[config.mk]
export PLATFORM = sky130hd
export DESIGN_NAME = ldrl_udiv
export DESIGN_NICKNAME = d
export VERILOG_FILES = /design/src/hdl/ldrl_pkg.sv /design/src/hdl/ldrl_udiv.sv
export SDC_FILE = /design/constraint.sdc
export NUM_CORES = 1
export LEC_CHECK = 0
export BUFFER_PORTS_ARGS = -buffer_cell sky130_fd_sc_hd__buf_2
export CAP_MARGIN = 20
export CORE_ASPECT_RATIO = 1.75
export CORE_MARGIN = 2
export CORE_UTILIZATION = 35
export DETAILED_ROUTE_END_ITERATION = 10
export GPL_ROUTABILITY_DRIVEN = 1
export PLACE_DENSITY = 0.59
export SLEW_MARGIN = 10
export SYNTH_ARGS = -nofsm -noshare
export SYNTH_HDL_FRONTEND = slang
export SYNTH_SLANG_ARGS = --single-unit
[constraint.sdc]
create_clock -name i_clk -period 7.8 [get_ports i_clk]
set_clock_uncertainty 0.1 [all_clocks]
set_input_delay 1.56 -clock i_clk [delete_from_list [all_inputs] [get_ports i_clk]]
set_output_delay 1.56 -clock i_clk [all_outputs]
set_load 0.005 [all_outputs]
[src/hdl/ldrl_pkg.sv]
package ldrl_pkg;

    localparam int LOG_FRAC   = 16;
    localparam int MANT_FRAC  = 30;
    localparam int PCT_FULL   = 100;
    localparam int PCT_W      = 7;
    localparam int TOP_W      = 8;
    localparam int SPAN_W     = 9;
    localparam int LVL_W      = 10;
    localparam int BASE_MIN_W = 21;
    localparam int CFG_IDX_W  = 8;
    localparam int CFG_DATA_W = 16;
    localparam int DIV_BPS    = 4;

    localparam logic [CFG_IDX_W-1:0] REG_TOP_LEVEL  = 8'd0;
    localparam logic [CFG_IDX_W-1:0] REG_LEVEL_SPAN = 8'd1;
    localparam logic [CFG_IDX_W-1:0] REG_NEAR_PCT   = 8'd2;
    localparam logic [CFG_IDX_W-1:0] REG_FAR_PCT    = 8'd3;

    localparam logic signed [LVL_W-1:0] LVL_MAX = 10'sd511;
    localparam logic signed [LVL_W-1:0] LVL_MIN = -10'sd512;

    typedef struct packed {
        logic v;
        logic fault;
        logic d_zero;
        logic d_gt;
        logic q_zero;
        logic q_gt;
        logic den_ok;
    } t_flags;

endpackage

[src/hdl/ldrl_udiv.sv]
module ldrl_udiv import ldrl_pkg::*; #(
    parameter int NUM_W = 31,
    parameter int DEN_W = 7,
    parameter int TAG_W = 1
) (
    input  logic             i_clk,
    input  logic             i_rst_n,
    input  logic             i_en,
    input  logic [NUM_W-1:0] i_num,
    input  logic [DEN_W-1:0] i_den,
    input  logic [TAG_W-1:0] i_tag,
    output logic [NUM_W-1:0] o_quo,
    output logic [TAG_W-1:0] o_tag
);

    localparam int NS = (NUM_W + DIV_BPS - 1) / DIV_BPS;
    localparam int PW = NS * DIV_BPS;

    logic [PW-1:0]    r_num [NS];
    logic [PW-1:0]    r_quo [NS];
    logic [DEN_W-1:0] r_rem [NS];
    logic [DEN_W-1:0] r_den [NS];
    logic [TAG_W-1:0] r_tag [NS];

    for (genvar s = 0; s < NS; s++) begin : g_st
        logic [PW-1:0]    a_num;
        logic [PW-1:0]    a_quo;
        logic [DEN_W-1:0] a_rem;
        logic [DEN_W-1:0] a_den;
        logic [TAG_W-1:0] a_tag;
        logic [PW-1:0]    n_num;
        logic [PW-1:0]    n_quo;
        logic [DEN_W-1:0] n_rem;

        if (s == 0) begin : g_in
            assign a_num = PW'(i_num);
            assign a_quo = '0;
            assign a_rem = '0;
            assign a_den = i_den;
            assign a_tag = i_tag;
        end else begin : g_mid
            assign a_num = r_num[s-1];
            assign a_quo = r_quo[s-1];
            assign a_rem = r_rem[s-1];
            assign a_den = r_den[s-1];
            assign a_tag = r_tag[s-1];
        end

        always_comb begin
            logic [DEN_W:0] t;
            n_num = a_num;
            n_quo = a_quo;
            n_rem = a_rem;
            for (int j = 0; j < DIV_BPS; j++) begin
                t     = {n_rem, n_num[PW-1]};
                n_num = n_num << 1;
                if (t >= {1'b0, a_den}) begin
                    t     = t - {1'b0, a_den};
                    n_quo = {n_quo[PW-2:0], 1'b1};
                end else begin
                    n_quo = {n_quo[PW-2:0], 1'b0};
                end
                n_rem = t[DEN_W-1:0];
            end
        end

        always_ff @(posedge i_clk) begin
            if (!i_rst_n) begin
                r_tag[s] <= '0;
            end else if (i_en) begin
                r_tag[s] <= a_tag;
            end
            if (i_en) begin
                r_num[s] <= n_num;
                r_quo[s] <= n_quo;
                r_rem[s] <= n_rem;
                r_den[s] <= a_den;
            end
        end
    end

    assign o_quo = r_quo[NS-1][NUM_W-1:0];
    assign o_tag = r_tag[NS-1];

endmodule

* Word level (Yosys, flattened, before mapping)
Memories as Yosys holds them, arrays and structs flattened.
Cells that the tools add are included.
** Word-level totals
- Flip-flop bits (word level) :: 0
- RAM bits :: 600
- Input bits :: 42
- Memories kept :: 5
** Cells by class
- Add/sub/neg operators :: 32
- $lt $le $gt $ge :: 32
- Mux-type cells :: 77
- Bitwise gates (word level) :: 8
** Memory list
- r_quo :: words 8, width 32, rd ports 8, clocked after Yosys merged registers in 0, wr ports 8, line ldrl_udiv.sv:20 : logic [PW-1:0] r_quo [NS];
- r_num :: words 8, width 28, rd ports 7, clocked after Yosys merged registers in 0, wr ports 8, line ldrl_udiv.sv:19 : logic [PW-1:0] r_num [NS];
- r_den :: words 8, width 7, rd ports 7, clocked after Yosys merged registers in 0, wr ports 8, line ldrl_udiv.sv:22 : logic [DEN_W-1:0] r_den [NS];
- r_rem :: words 8, width 7, rd ports 7, clocked after Yosys merged registers in 0, wr ports 8, line ldrl_udiv.sv:21 : logic [DEN_W-1:0] r_rem [NS];
- r_tag :: words 8, width 1, rd ports 8, clocked after Yosys merged registers in 0, wr ports 8, line ldrl_udiv.sv:23 : logic [TAG_W-1:0] r_tag [NS];
** Operators with widths (count)
- greater-or-equal comparator 8 x 7 -> 1 bit :: 31
- 2-to-1 mux 7 bit :: 32
- subtractor 7 bit :: 31
- 2-to-1 mux 1 bit :: 45
- bitwise OR 1 bit :: 8
- greater-or-equal comparator 1 x 7 -> 1 bit (first input constant) :: 1
- subtractor 1 x 7 -> 7 bit (first input constant) :: 1

* Logic depth before layout (Yosys ltp)
Gate-level depths: netlist (run 1).
An unclocked memory read counts as a cell.
- Word-level depth :: 9
- Mapped depth :: 38
- Mapped depth without buffers :: 37

* Least setup slack after synthesis (run 1)
OpenSTA, ideal clock, no wires.
- Kind :: input -> register
- From :: input i_den[3]
- To :: memory r_rem[0][1] (data pin)
- Arrival time :: 8.003 ns
- Data required time :: 7.440 ns
- Slack :: -0.563 ns
- Stages on the path :: 27
- Cells stage by stage :: or4_4 -> buf_6 -> nor4b_1 -> ha_1 -> a211oi_1 -> nor2_1 -> o31ai_1 -> and2_1 -> clkbuf_1 -> mux2_2 -> ha_1 -> nor2b_1 -> o21ai_0 -> a21oi_1 -> o21a_1 -> o21ai_0 -> nand2_2 -> mux2i_1 -> fa_1 -> a21oi_1 -> o21ai_0 -> o21a_1 -> nor2_1 -> o21ai_0 -> a21o_1 -> a31oi_4 -> mux2_2
** RTL lines
- from (decl) :: line ldrl_udiv.sv:10 : input logic [DEN_W-1:0] i_den,
- to (decl) :: line ldrl_udiv.sv:21

==> qor.tcl, run 1 <==
set qor(outcome) {complete, no violations}
set qor(setup-tns-final_ns) 0
set qor(preCtsSetupSlack_ns) -0.340
set qor(detail_route.iter0.violations) 595
set qor(synth_fa_ha_area_frac) 0.149
set qor(first_global_vias) 17224
set qor(synth_compound_gate_area_share) 0.150
set qor(grt_start_max_net_pins) 171
set qor(synthXorXnorAreaFrac) 0.0354
set qor(highest_metal_layer_used_by_the_detailed_router) {met4}
set qor(met2RoutedLength_um) 30400
set qor(path_max_fanout) 7
set qor(die_y_um) 338
set qor(chipWidth_um) 195
set qor(synth_top_family_by_area) {compound AO/OA/AOI/OAI gates}
set qor(synth_ff_type) {edfxtp_1}
set qor(wire_length_of_the_first_global_routing_pass_um) 86900
set qor(worst_path_most_repeated_cell) {buf_4}
set qor(drive_above_1_share) 0.253
set qor(core_mm2) 0.0632
set qor(post_synth_and_or_nand_nor_area_fraction) 0.108
set qor(design.final.nets) 2583
set qor(core.rowCount) 122
set qor(clockBufferDepth) 3
set qor(critical-path-top-delay-family) {compound AO/OA/AOI/OAI gates}
set qor(timing.max_cap.violations) 0
set qor(final_area_mm2) 0.0275
set qor(synth.avg_cell_area_um2) 11.6
set qor(critical_path.startpoint) {r_num[5][27]}
set qor(per_cell_via_count_in_the_routed_design) 5.22
set qor(clock-sinks) 354
set qor(synthesis.area_mm2) 0.0223
set qor(timing.critical_path.slowest_cell_delay_ns) 0.39
set qor(mapped_nets) 2208
set qor(via_count) 16334
set qor(clk-insertion-delay-late_ns) 0.56
set qor(critical_path_arrival_ns) 7.79
set qor(fp.dieArea_mm2) 0.0658
set qor(route.met3.wl_um) 1520
set qor(setup.worst_path.start_class) {flop}
set qor(critical_path_capture_point_type) {flop}
set qor(drt.antenna.violating_nets) 0
set qor(critical_path_class) {flop to flop}
set qor(layout_min_cycle_time_ns) 7.59
set qor(tritoncts) {done}
set qor(async_flop_share) 0
set qor(dp_hpwl_um) 42600
set qor(clock_tree.root_cell) {clkbuf_16}
set qor(clk_pin_slew_ns) 0.06
set qor(flow.area_growth_from_synthesis_pct) 23.2
set qor(worst_min_delay_path_category) {flop to flop}
set qor(layout_common_cells) {353 x edfxtp_1, 273 x buf_4, 211 x ha_1}
set qor(buffer_and_inverter_count_on_the_worst_path) 7
set qor(crit_path_top_delay_cell) {edfxtp_1}
set qor(gp_congestion) 0.911
set qor(number_of_antenna_violations_at_the_first_check_in_global_routing) 0
set qor(portBuffers) 73
set qor(finalSetupViolations) 0
set qor(cp.depth) 36
set qor(drt_pass1_iterations) 5
set qor(yosysWarningCount) 0
set qor(synth.distinct_cells) 77
set qor(timing.reg2reg.setup_slack_ns) 0.21
set qor(insertedDiodeCount) 0
set qor(cts_buffers) 39
set qor(seq_cells_post_synth) 354
set qor(r2r.worst_path.cells) 36
set qor(global_route.overflow_total) 0
set qor(synth.yosys.seq_area_share) 0.476
set qor(place_area_mm2) 0.0255
set qor(crit_required_ns) 8.00
set qor(crit-reg2reg-launch) {r_num[5][27]}
set qor(timing.final.crit_share) 0.973
set qor(avgRoutedWirePerCell_um) 17.7
set qor(wirelength_met1_um) 20100
set qor(timing_max_transition_violations_final) 0
set qor(synth_edf_count) 353
set qor(hold_path_startpoint) {r_quo[1][90]}
set qor(timing.critical_path.to) {r_rem[6][3]}
set qor(max_transition_margin) 0.297
set qor(final_hold_viol_count) 0
set qor(setup_slack_ns) 0.208
set qor(routed_wirelength_um) 55400
set qor(fmaxAchievable_ghz) 0.132
set qor(initial_standard_cell_utilization_of_the_core) 0.353
set qor(proportion_of_synthesized_area_in_mux_cells) 0.0479
set qor(io_pins) 74
set qor(globalRouteTotalUtil) 0.166
set qor(route.detailed.drc) 0
set qor(syn-instance-count) 1918
set qor(most_common_cell_after_layout_fill_and_taps_aside) {edfxtp_1}
set qor(cts_h_tree_depth) 2
set qor(r2r_end) {r_rem[6][3]}
set qor(timing_worst_slew_pin_value_ns) 1.05
[stage by stage]
stage,cells,util,hold WS (ns)
after global routing,3128,0.435,0.312
after floorplan,1918,-,0.300
final,3128,0.435,0.316
after CTS,3103,0.426,0.304
after global placement,3024,0.403,0.300
after detailed placement,3024,0.403,0.305
[per-layer routing]
layer / up-vias / track usage
met4: 0 / 0.103
met1: 7841 / 0.160
li1: 8018 / -
met2: 303 / 0.332
met3: 172 / 0.0200
met5: - / 0
[synthesized netlist by cell type, types with 13 or more instances]
cell	count	area, um^2
a211oi_1	25	188
nand3_1	36	180
o311ai_0	14	123
o31a_1	16	140
and4_1	13	114
o221ai_1	13	114
nor3_1	26	130
o21ai_0	108	541
inv_1	176	661
a21o_1	45	338
edfxtp_1	353	10600
a221o_1	19	190
nor2b_1	63	394
and3_1	22	138
nand4_1	19	119
a21oi_1	90	450
o31ai_1	14	105
nand2_1	68	255
fa_1	30	601
xnor2_1	55	482
o211ai_1	19	143
nor2_1	109	409
mux2i_1	32	320
ha_1	218	2730
mux2_2	65	732
nand2b_1	39	244
xor2_1	35	307
o21a_1	52	390
clkbuf_1	14	52.6
[sequential cells by signal, summed over array words and instances (netlist names)]
signal and flops:
r_rem 49, r_den 49, r_quo 136, r_num 112, r_tag 8
[worst reg2reg max path: cells and delay by family, from the launching register on]
kind / cells / cell delay [ns]
AND/OR/NAND/NOR: 6 / 0.78
buffers and inverters: 7 / 0.88
AO/OA/AOI/OAI: 15 / 2.96
flip-flops: 1 / 0.39
adder cells (fa/ha/maj): 5 / 1.35
multiplexers: 3 / 0.86
[area by class of cell]
type / count / area [um^2]
multi-input cells: 1370 / 11400
fillers: 5938 / 35700
repair buffers: 351 / 2490
flip-flops and latches: 354 / 10600
well taps: 806 / 1010
inverters: 177 / 664
clock buffers: 46 / 1040
clock inverters: 24 / 262
[how the worst min path moves through the flow]
stage	endpoint	slack, ns	cells after the start
after floorplan	r_num[1][10]	0.30	0
final	r_quo[1][126]	0.32	0
after global routing	r_quo[0][70]	0.31	0
after detailed placement	r_num[2][24]	0.30	0
after CTS	r_quo[0][71]	0.30	0
after global placement	r_num[3][15]	0.30	0
[logic make-up (layout without fill, tap and decap cells)]
kind of cell | after synthesis | count (layout)
adder cells (fa/ha/maj) | 248 | 248
XOR/XNOR | 90 | 90
AND/OR/NAND/NOR | 450 | 450
AO/OA/AOI/OAI | 484 | 484
flip-flops | 354 | 354
multiplexers | 98 | 98
buffers and inverters | 194 | 598
[repair_timing]
action / in CTS / in global routing
setup endpoints to repair: 16 / 54
hold buffers: 0 / 0
pin swaps: 6 / 36
gates resized for setup: 8 / 89
buffers inserted: 9 / 25
Power of run 1 is not shown: default switching activity piles up to over one toggle a cycle in this logic, so the estimate is an artifact.
==> inputs of run 2 (changes only) <==
--- a/config.mk
+++ b/config.mk
@@ -12,7 +12,7 @@
 export CORE_UTILIZATION = 35
 export DETAILED_ROUTE_END_ITERATION = 10
 export GPL_ROUTABILITY_DRIVEN = 1
-export PLACE_DENSITY = 0.59
+export PLACE_DENSITY = 0.57
 export SLEW_MARGIN = 10
 export SYNTH_ARGS = -nofsm -noshare
 export SYNTH_HDL_FRONTEND = slang
==> constraint.sdc (replaced) <==
create_clock -name i_clk -period 9.65 [get_ports i_clk]
set_clock_uncertainty 0.1 [all_clocks]
set_input_delay 1.93 -clock i_clk [delete_from_list [all_inputs] [get_ports i_clk]]
set_output_delay 1.93 -clock i_clk [all_outputs]
set_load 0.005 [all_outputs]
==> qor.tcl, run 2 (synthesis results as in run 1) <==
set qor(buffer_and_inverter_count_on_the_worst_path) 3
set qor(flow.area_growth_from_synthesis_pct) 12.1
set qor(critical_path_arrival_ns) 9.22
set qor(worst_path_most_repeated_cell) {o21ai_0}
set qor(rsz_0062_raised_after_global_routing) {false}
set qor(max_flop_register) {r_quo}
set qor(timing.critical_path.slowest_cell_delay_ns) 0.54
set qor(number_of_antenna_violations_at_the_first_check_in_global_routing) 1
set qor(layout_common_cells) {353 x edfxtp_1, 218 x ha_1, 176 x inv_1}
set qor(setup.worst_path.start_class) {flop}
set qor(timing.max_cap.violations) 0
set qor(clk_pin_slew_ns) 0.07
set qor(final_hold_viol_count) 0
set qor(initial_standard_cell_utilization_of_the_core) 0.353
set qor(gp_congestion) 0.873
set qor(biggestRegsByFlops) {r_quo: 136 flops, r_num: 112 flops}
set qor(timing_worst_slew_pin_value_ns) 1.01
set qor(clockBufferDepth) 3
set qor(globalRouteTotalUtil) 0.156
set qor(global_route.overflow_total) 0
set qor(critical_path.startpoint) {r_den[5][1]}
set qor(via_count) 15018
set qor(critical_path_capture_point_type) {flop}
set qor(crit_path_top_delay_cell) {edfxtp_1}
set qor(outcome) {complete, no violations}
set qor(final_area_mm2) 0.0250
set qor(fp.dieArea_mm2) 0.0658
set qor(largest_reg_flops) 136
set qor(chipWidth_um) 195
set qor(first_global_vias) 15742
set qor(cts_buffers) 39
set qor(cts_h_tree_depth) 2
set qor(drt_pass1_iterations) 4
set qor(finalSetupViolations) 0
set qor(detail_route.iter0.violations) 543
set qor(portBuffers) 73
set qor(per_cell_via_count_in_the_routed_design) 5.23
set qor(timing.final.crit_share) 0.933
set qor(max_transition_margin) 0.324
set qor(clk-insertion-delay-late_ns) 0.58
set qor(path_max_fanout) 22
set qor(cts_hold_buf) 0
set qor(critical_path_class) {flop to flop}
set qor(io_pins) 74
set qor(core_mm2) 0.0632
set qor(design.final.nets) 2325
set qor(route.detailed.drc) 0
set qor(dp_hpwl_um) 38700
set qor(die_y_um) 338
set qor(avgRoutedWirePerCell_um) 17.8
set qor(hold_path_startpoint) {r_quo[1][68]}
set qor(crit-reg2reg-launch) {r_den[5][1]}
set qor(most_common_cell_after_layout_fill_and_taps_aside) {edfxtp_1}
set qor(place_area_mm2) 0.0238
set qor(setup-tns-final_ns) 0
set qor(tritoncts) {done}
set qor(critical-path-top-delay-family) {compound AO/OA/AOI/OAI gates}
set qor(core.rowCount) 122
set qor(hold_ws_ns) 0.308
set qor(fmaxAchievable_ghz) 0.111
set qor(worst_min_delay_path_category) {flop to flop}
set qor(fillers) 6143
set qor(clock-sinks) 354
set qor(routed_wirelength_um) 51100
set qor(drt.antenna.violating_nets) 0
set qor(drive_above_1_share) 0.125
set qor(crit_required_ns) 9.87
set qor(wire_length_of_the_first_global_routing_pass_um) 81200
set qor(timing_max_transition_violations_final) 0
set qor(clock_tree.root_cell) {clkbuf_16}
set qor(grt_start_max_net_pins) 111
set qor(layout_min_cycle_time_ns) 9.00
-- run 2: cell count changes in the layout (fill, tap and decap cells not counted), sizes merged --
cell	delta
buf	-258
clkbuf	-1
diode	+1
clkinv	+2
bufinv	-2
inv	+2
clkinvlp	-1
-- run 2: per-stage QoR --
step | utilization | std cells | worst slack, ns
final | 0.395 | 2871 | 0.645
after global routing | 0.395 | 2870 | 0.0288
after CTS | 0.395 | 2870 | 0.658
after detailed placement | 0.376 | 2800 | 0.450
after global placement | 0.376 | 2800 | 0.490
after floorplan | - | 1918 | 0.917
-- run 2: worst reg2reg max path, delay by kind of cell (launching register included) --
family / cells / cell delay [ns]
and+or+nand+nor: 6 / 1.00
DFF: 1 / 0.54
AOI/OAI and AO/OA: 14 / 3.76
buffers and inverters: 3 / 0.72
adders and majority gates: 4 / 1.48
muxes: 3 / 1.16
-- run 2: final cells by class --
class                   instances  area, um^2  share of cell area
inverters                     177         664              0.0266
repair buffers                 93         526              0.0210
diodes                          1        2.50            0.000100
flip-flops and latches        354       10600               0.425
well taps                     806        1010              0.0404
clock buffers                  45        1020              0.0408
clock inverters                25         204             0.00816
multi-input cells            1370       10900               0.438
-- run 2: path summary, 6_finish.rpt --
path | to | slack [ns] | cells past startpoint
worst max-delay path | r_rem[6][1] | 0.65 | 30
worst max register to register | r_rem[6][1] | 0.65 | 30
worst min-delay path | r_quo[1][104] | 0.31 | 0
worst min register to register | r_quo[1][104] | 0.31 | 0
-- run 2: repair_timing --
action	4_1_cts	5_1_grt
buffers inserted	0	0
setup endpoints to repair	0	4
resized for setup	0	1
-- run 2: metal layers --
| metal | wire [um] | share of wire | GRT usage |
|---|---|---|---|
| met2 | 27200 | 0.53 | 0.302 |
| met3 | 1530 | 0.030 | 0.0252 |
| met1 | 19800 | 0.39 | 0.159 |
| met4 | 2470 | 0.048 | 0.0806 |
| met5 | 0 | 0 | 0 |
Power of run 2 is left out for the same reason.
==> inputs of run 3 (changes only) <==
--- a/config.mk
+++ b/config.mk
@@ -7,12 +7,12 @@
 export LEC_CHECK = 0
 export BUFFER_PORTS_ARGS = -buffer_cell sky130_fd_sc_hd__buf_2
 export CAP_MARGIN = 20
-export CORE_ASPECT_RATIO = 1.75
+export CORE_ASPECT_RATIO = 1.2
 export CORE_MARGIN = 2
-export CORE_UTILIZATION = 35
+export CORE_UTILIZATION = 25
 export DETAILED_ROUTE_END_ITERATION = 10
 export GPL_ROUTABILITY_DRIVEN = 1
-export PLACE_DENSITY = 0.57
+export PLACE_DENSITY = 0.46
 export SLEW_MARGIN = 10
 export SYNTH_ARGS = -nofsm -noshare
 export SYNTH_HDL_FRONTEND = slang
==> qor.tcl, run 3 (synthesis results as in run 1) <==
set qor(critical-path-top-delay-family) {compound AO/OA/AOI/OAI gates}
set qor(drive_above_1_share) 0.127
set qor(most_common_cell_after_layout_fill_and_taps_aside) {edfxtp_1}
set qor(clock-sinks) 354
set qor(number_of_antenna_violations_at_the_first_check_in_global_routing) 2
set qor(route.met3.wl_um) 1890
set qor(wire_length_of_the_first_global_routing_pass_um) 83700
set qor(avgRoutedWirePerCell_um) 16.4
set qor(initial_standard_cell_utilization_of_the_core) 0.253
set qor(route.detailed.drc) 0
set qor(crit_required_ns) 9.87
set qor(via_count) 15218
set qor(outcome) {complete, no violations}
set qor(global_route.overflow_total) 0
set qor(portBuffers) 73
set qor(largest_reg_flops) 136
set qor(rsz_0062_raised_after_global_routing) {false}
set qor(io_pins) 74
set qor(max_flop_register) {r_quo}
set qor(final_hold_viol_count) 0
set qor(inst_count_dp) 3145
set qor(dp_hpwl_um) 39100
set qor(timing.final.crit_share) 0.919
set qor(critical_path_capture_point_type) {flop}
set qor(die_y_um) 331
set qor(post_layout_nonfiller_instances) 3224
set qor(per_cell_via_count_in_the_routed_design) 4.72
set qor(design.final.nets) 2331
set qor(wirelength_met1_um) 23700
set qor(post_cts.resized_instances) 0
set qor(drt_pass1_iterations) 7
set qor(layout_common_cells) {353 x edfxtp_1, 218 x ha_1, 176 x inv_1}
set qor(core_mm2) 0.0880
set qor(chipWidth_um) 277
set qor(cts_h_tree_depth) 2
set qor(cts_buffers) 43
set qor(globalRouteTotalUtil) 0.114
set qor(cts_hold_buf) 0
set qor(worst_path_most_repeated_cell) {ha_1}
set qor(highest_metal_layer_used_by_the_detailed_router) {met4}
set qor(routed_wirelength_um) 52800
set qor(first_global_vias) 15445
set qor(tritoncts) {done}
set qor(max_transition_margin) 0.357
set qor(grt_start_max_net_pins) 148
set qor(timing_max_transition_violations_final) 0
set qor(flow.area_growth_from_synthesis_pct) 14.9
set qor(clockBufferDepth) 3
set qor(setup.worst_path.start_class) {flop}
set qor(fp.dieArea_mm2) 0.0916
set qor(gp_congestion) 0.854
set qor(setup-tns-final_ns) 0
set qor(layout_min_cycle_time_ns) 8.87
set qor(clk_pin_slew_ns) 0.06
set qor(timing_worst_slew_pin_value_ns) 0.960
set qor(fmaxAchievable_ghz) 0.113
set qor(crit_path_top_delay_cell) {o31ai_1}
set qor(timing.critical_path.slowest_cell_delay_ns) 0.56
set qor(worst_min_delay_path_category) {flop to flop}
set qor(critical_path_class) {flop to flop}
set qor(insertedDiodeCount) 0
set qor(critical_path_arrival_ns) 9.09
set qor(finalSetupViolations) 0
set qor(post-cts-setup-buffers) 0
set qor(detail_route.iter0.violations) 935
set qor(drt.antenna.violating_nets) 0
set qor(biggestRegsByFlops) {r_quo: 136 flops, r_num: 112 flops}
set qor(clock_tree.root_cell) {clkbuf_16}
set qor(timing.max_cap.violations) 0
set qor(met2RoutedLength_um) 25300
set qor(buffer_and_inverter_count_on_the_worst_path) 4
set qor(core.rowCount) 119
set qor(path_max_fanout) 9
set qor(clk-insertion-delay-late_ns) 0.59
run 3: changes by cell type in the layout (fill, tap and decap cells not counted), sizes merged:
cell	change
inv	-3
clkinvlp	+6
clkbuf	+6
clkinv	-1
buf	+2
bufinv	+1
diode	-1
run 3: per-stage QoR:
step            util  hold slack [ns]  setup WS (ns)  cell area (um^2)
3_3_place_gp   0.275            0.300          0.677             24200
2_1_floorplan      -            0.300          0.917             22300
6_report       0.291            0.308          0.784             25600
4_1_cts        0.291            0.314          0.784             25600
5_1_grt        0.291            0.320         0.0378             25600
3_5_place_dp   0.275            0.305          0.475             24200
run 3: area by class of cell:
class                   count  area [um^2]
fillers                  9023        62400
multi-input cells        1370        10900
flip-flops and latches    354        10600
well taps                1149         1440
clock buffers              51         1130
inverters                 177          664
repair buffers             95          553
clock inverters            28          251
run 3: routing by layer:
layer | vias up | GRT usage
met5 | - | 0
met4 | 0 | 0.0459
met3 | 105 | 0.0196
met2 | 254 | 0.198
met1 | 7358 | 0.141
li1 | 7501 | -
run 3: path summary, 6_finish.rpt:
| path | from | endpoint | slack, ns | cells after the start |
|---|---|---|---|---|
| worst min register to register | r_num[5][21] | r_num[6][25] | 0.31 | 0 |
| worst max register to register | r_den[2][0] | r_rem[3][4] | 0.78 | 30 |
| worst min-delay path | r_num[5][21] | r_num[6][25] | 0.31 | 0 |
| worst max-delay path | r_den[2][0] | r_rem[3][4] | 0.78 | 30 |
Power of run 3 is left out for the same reason.
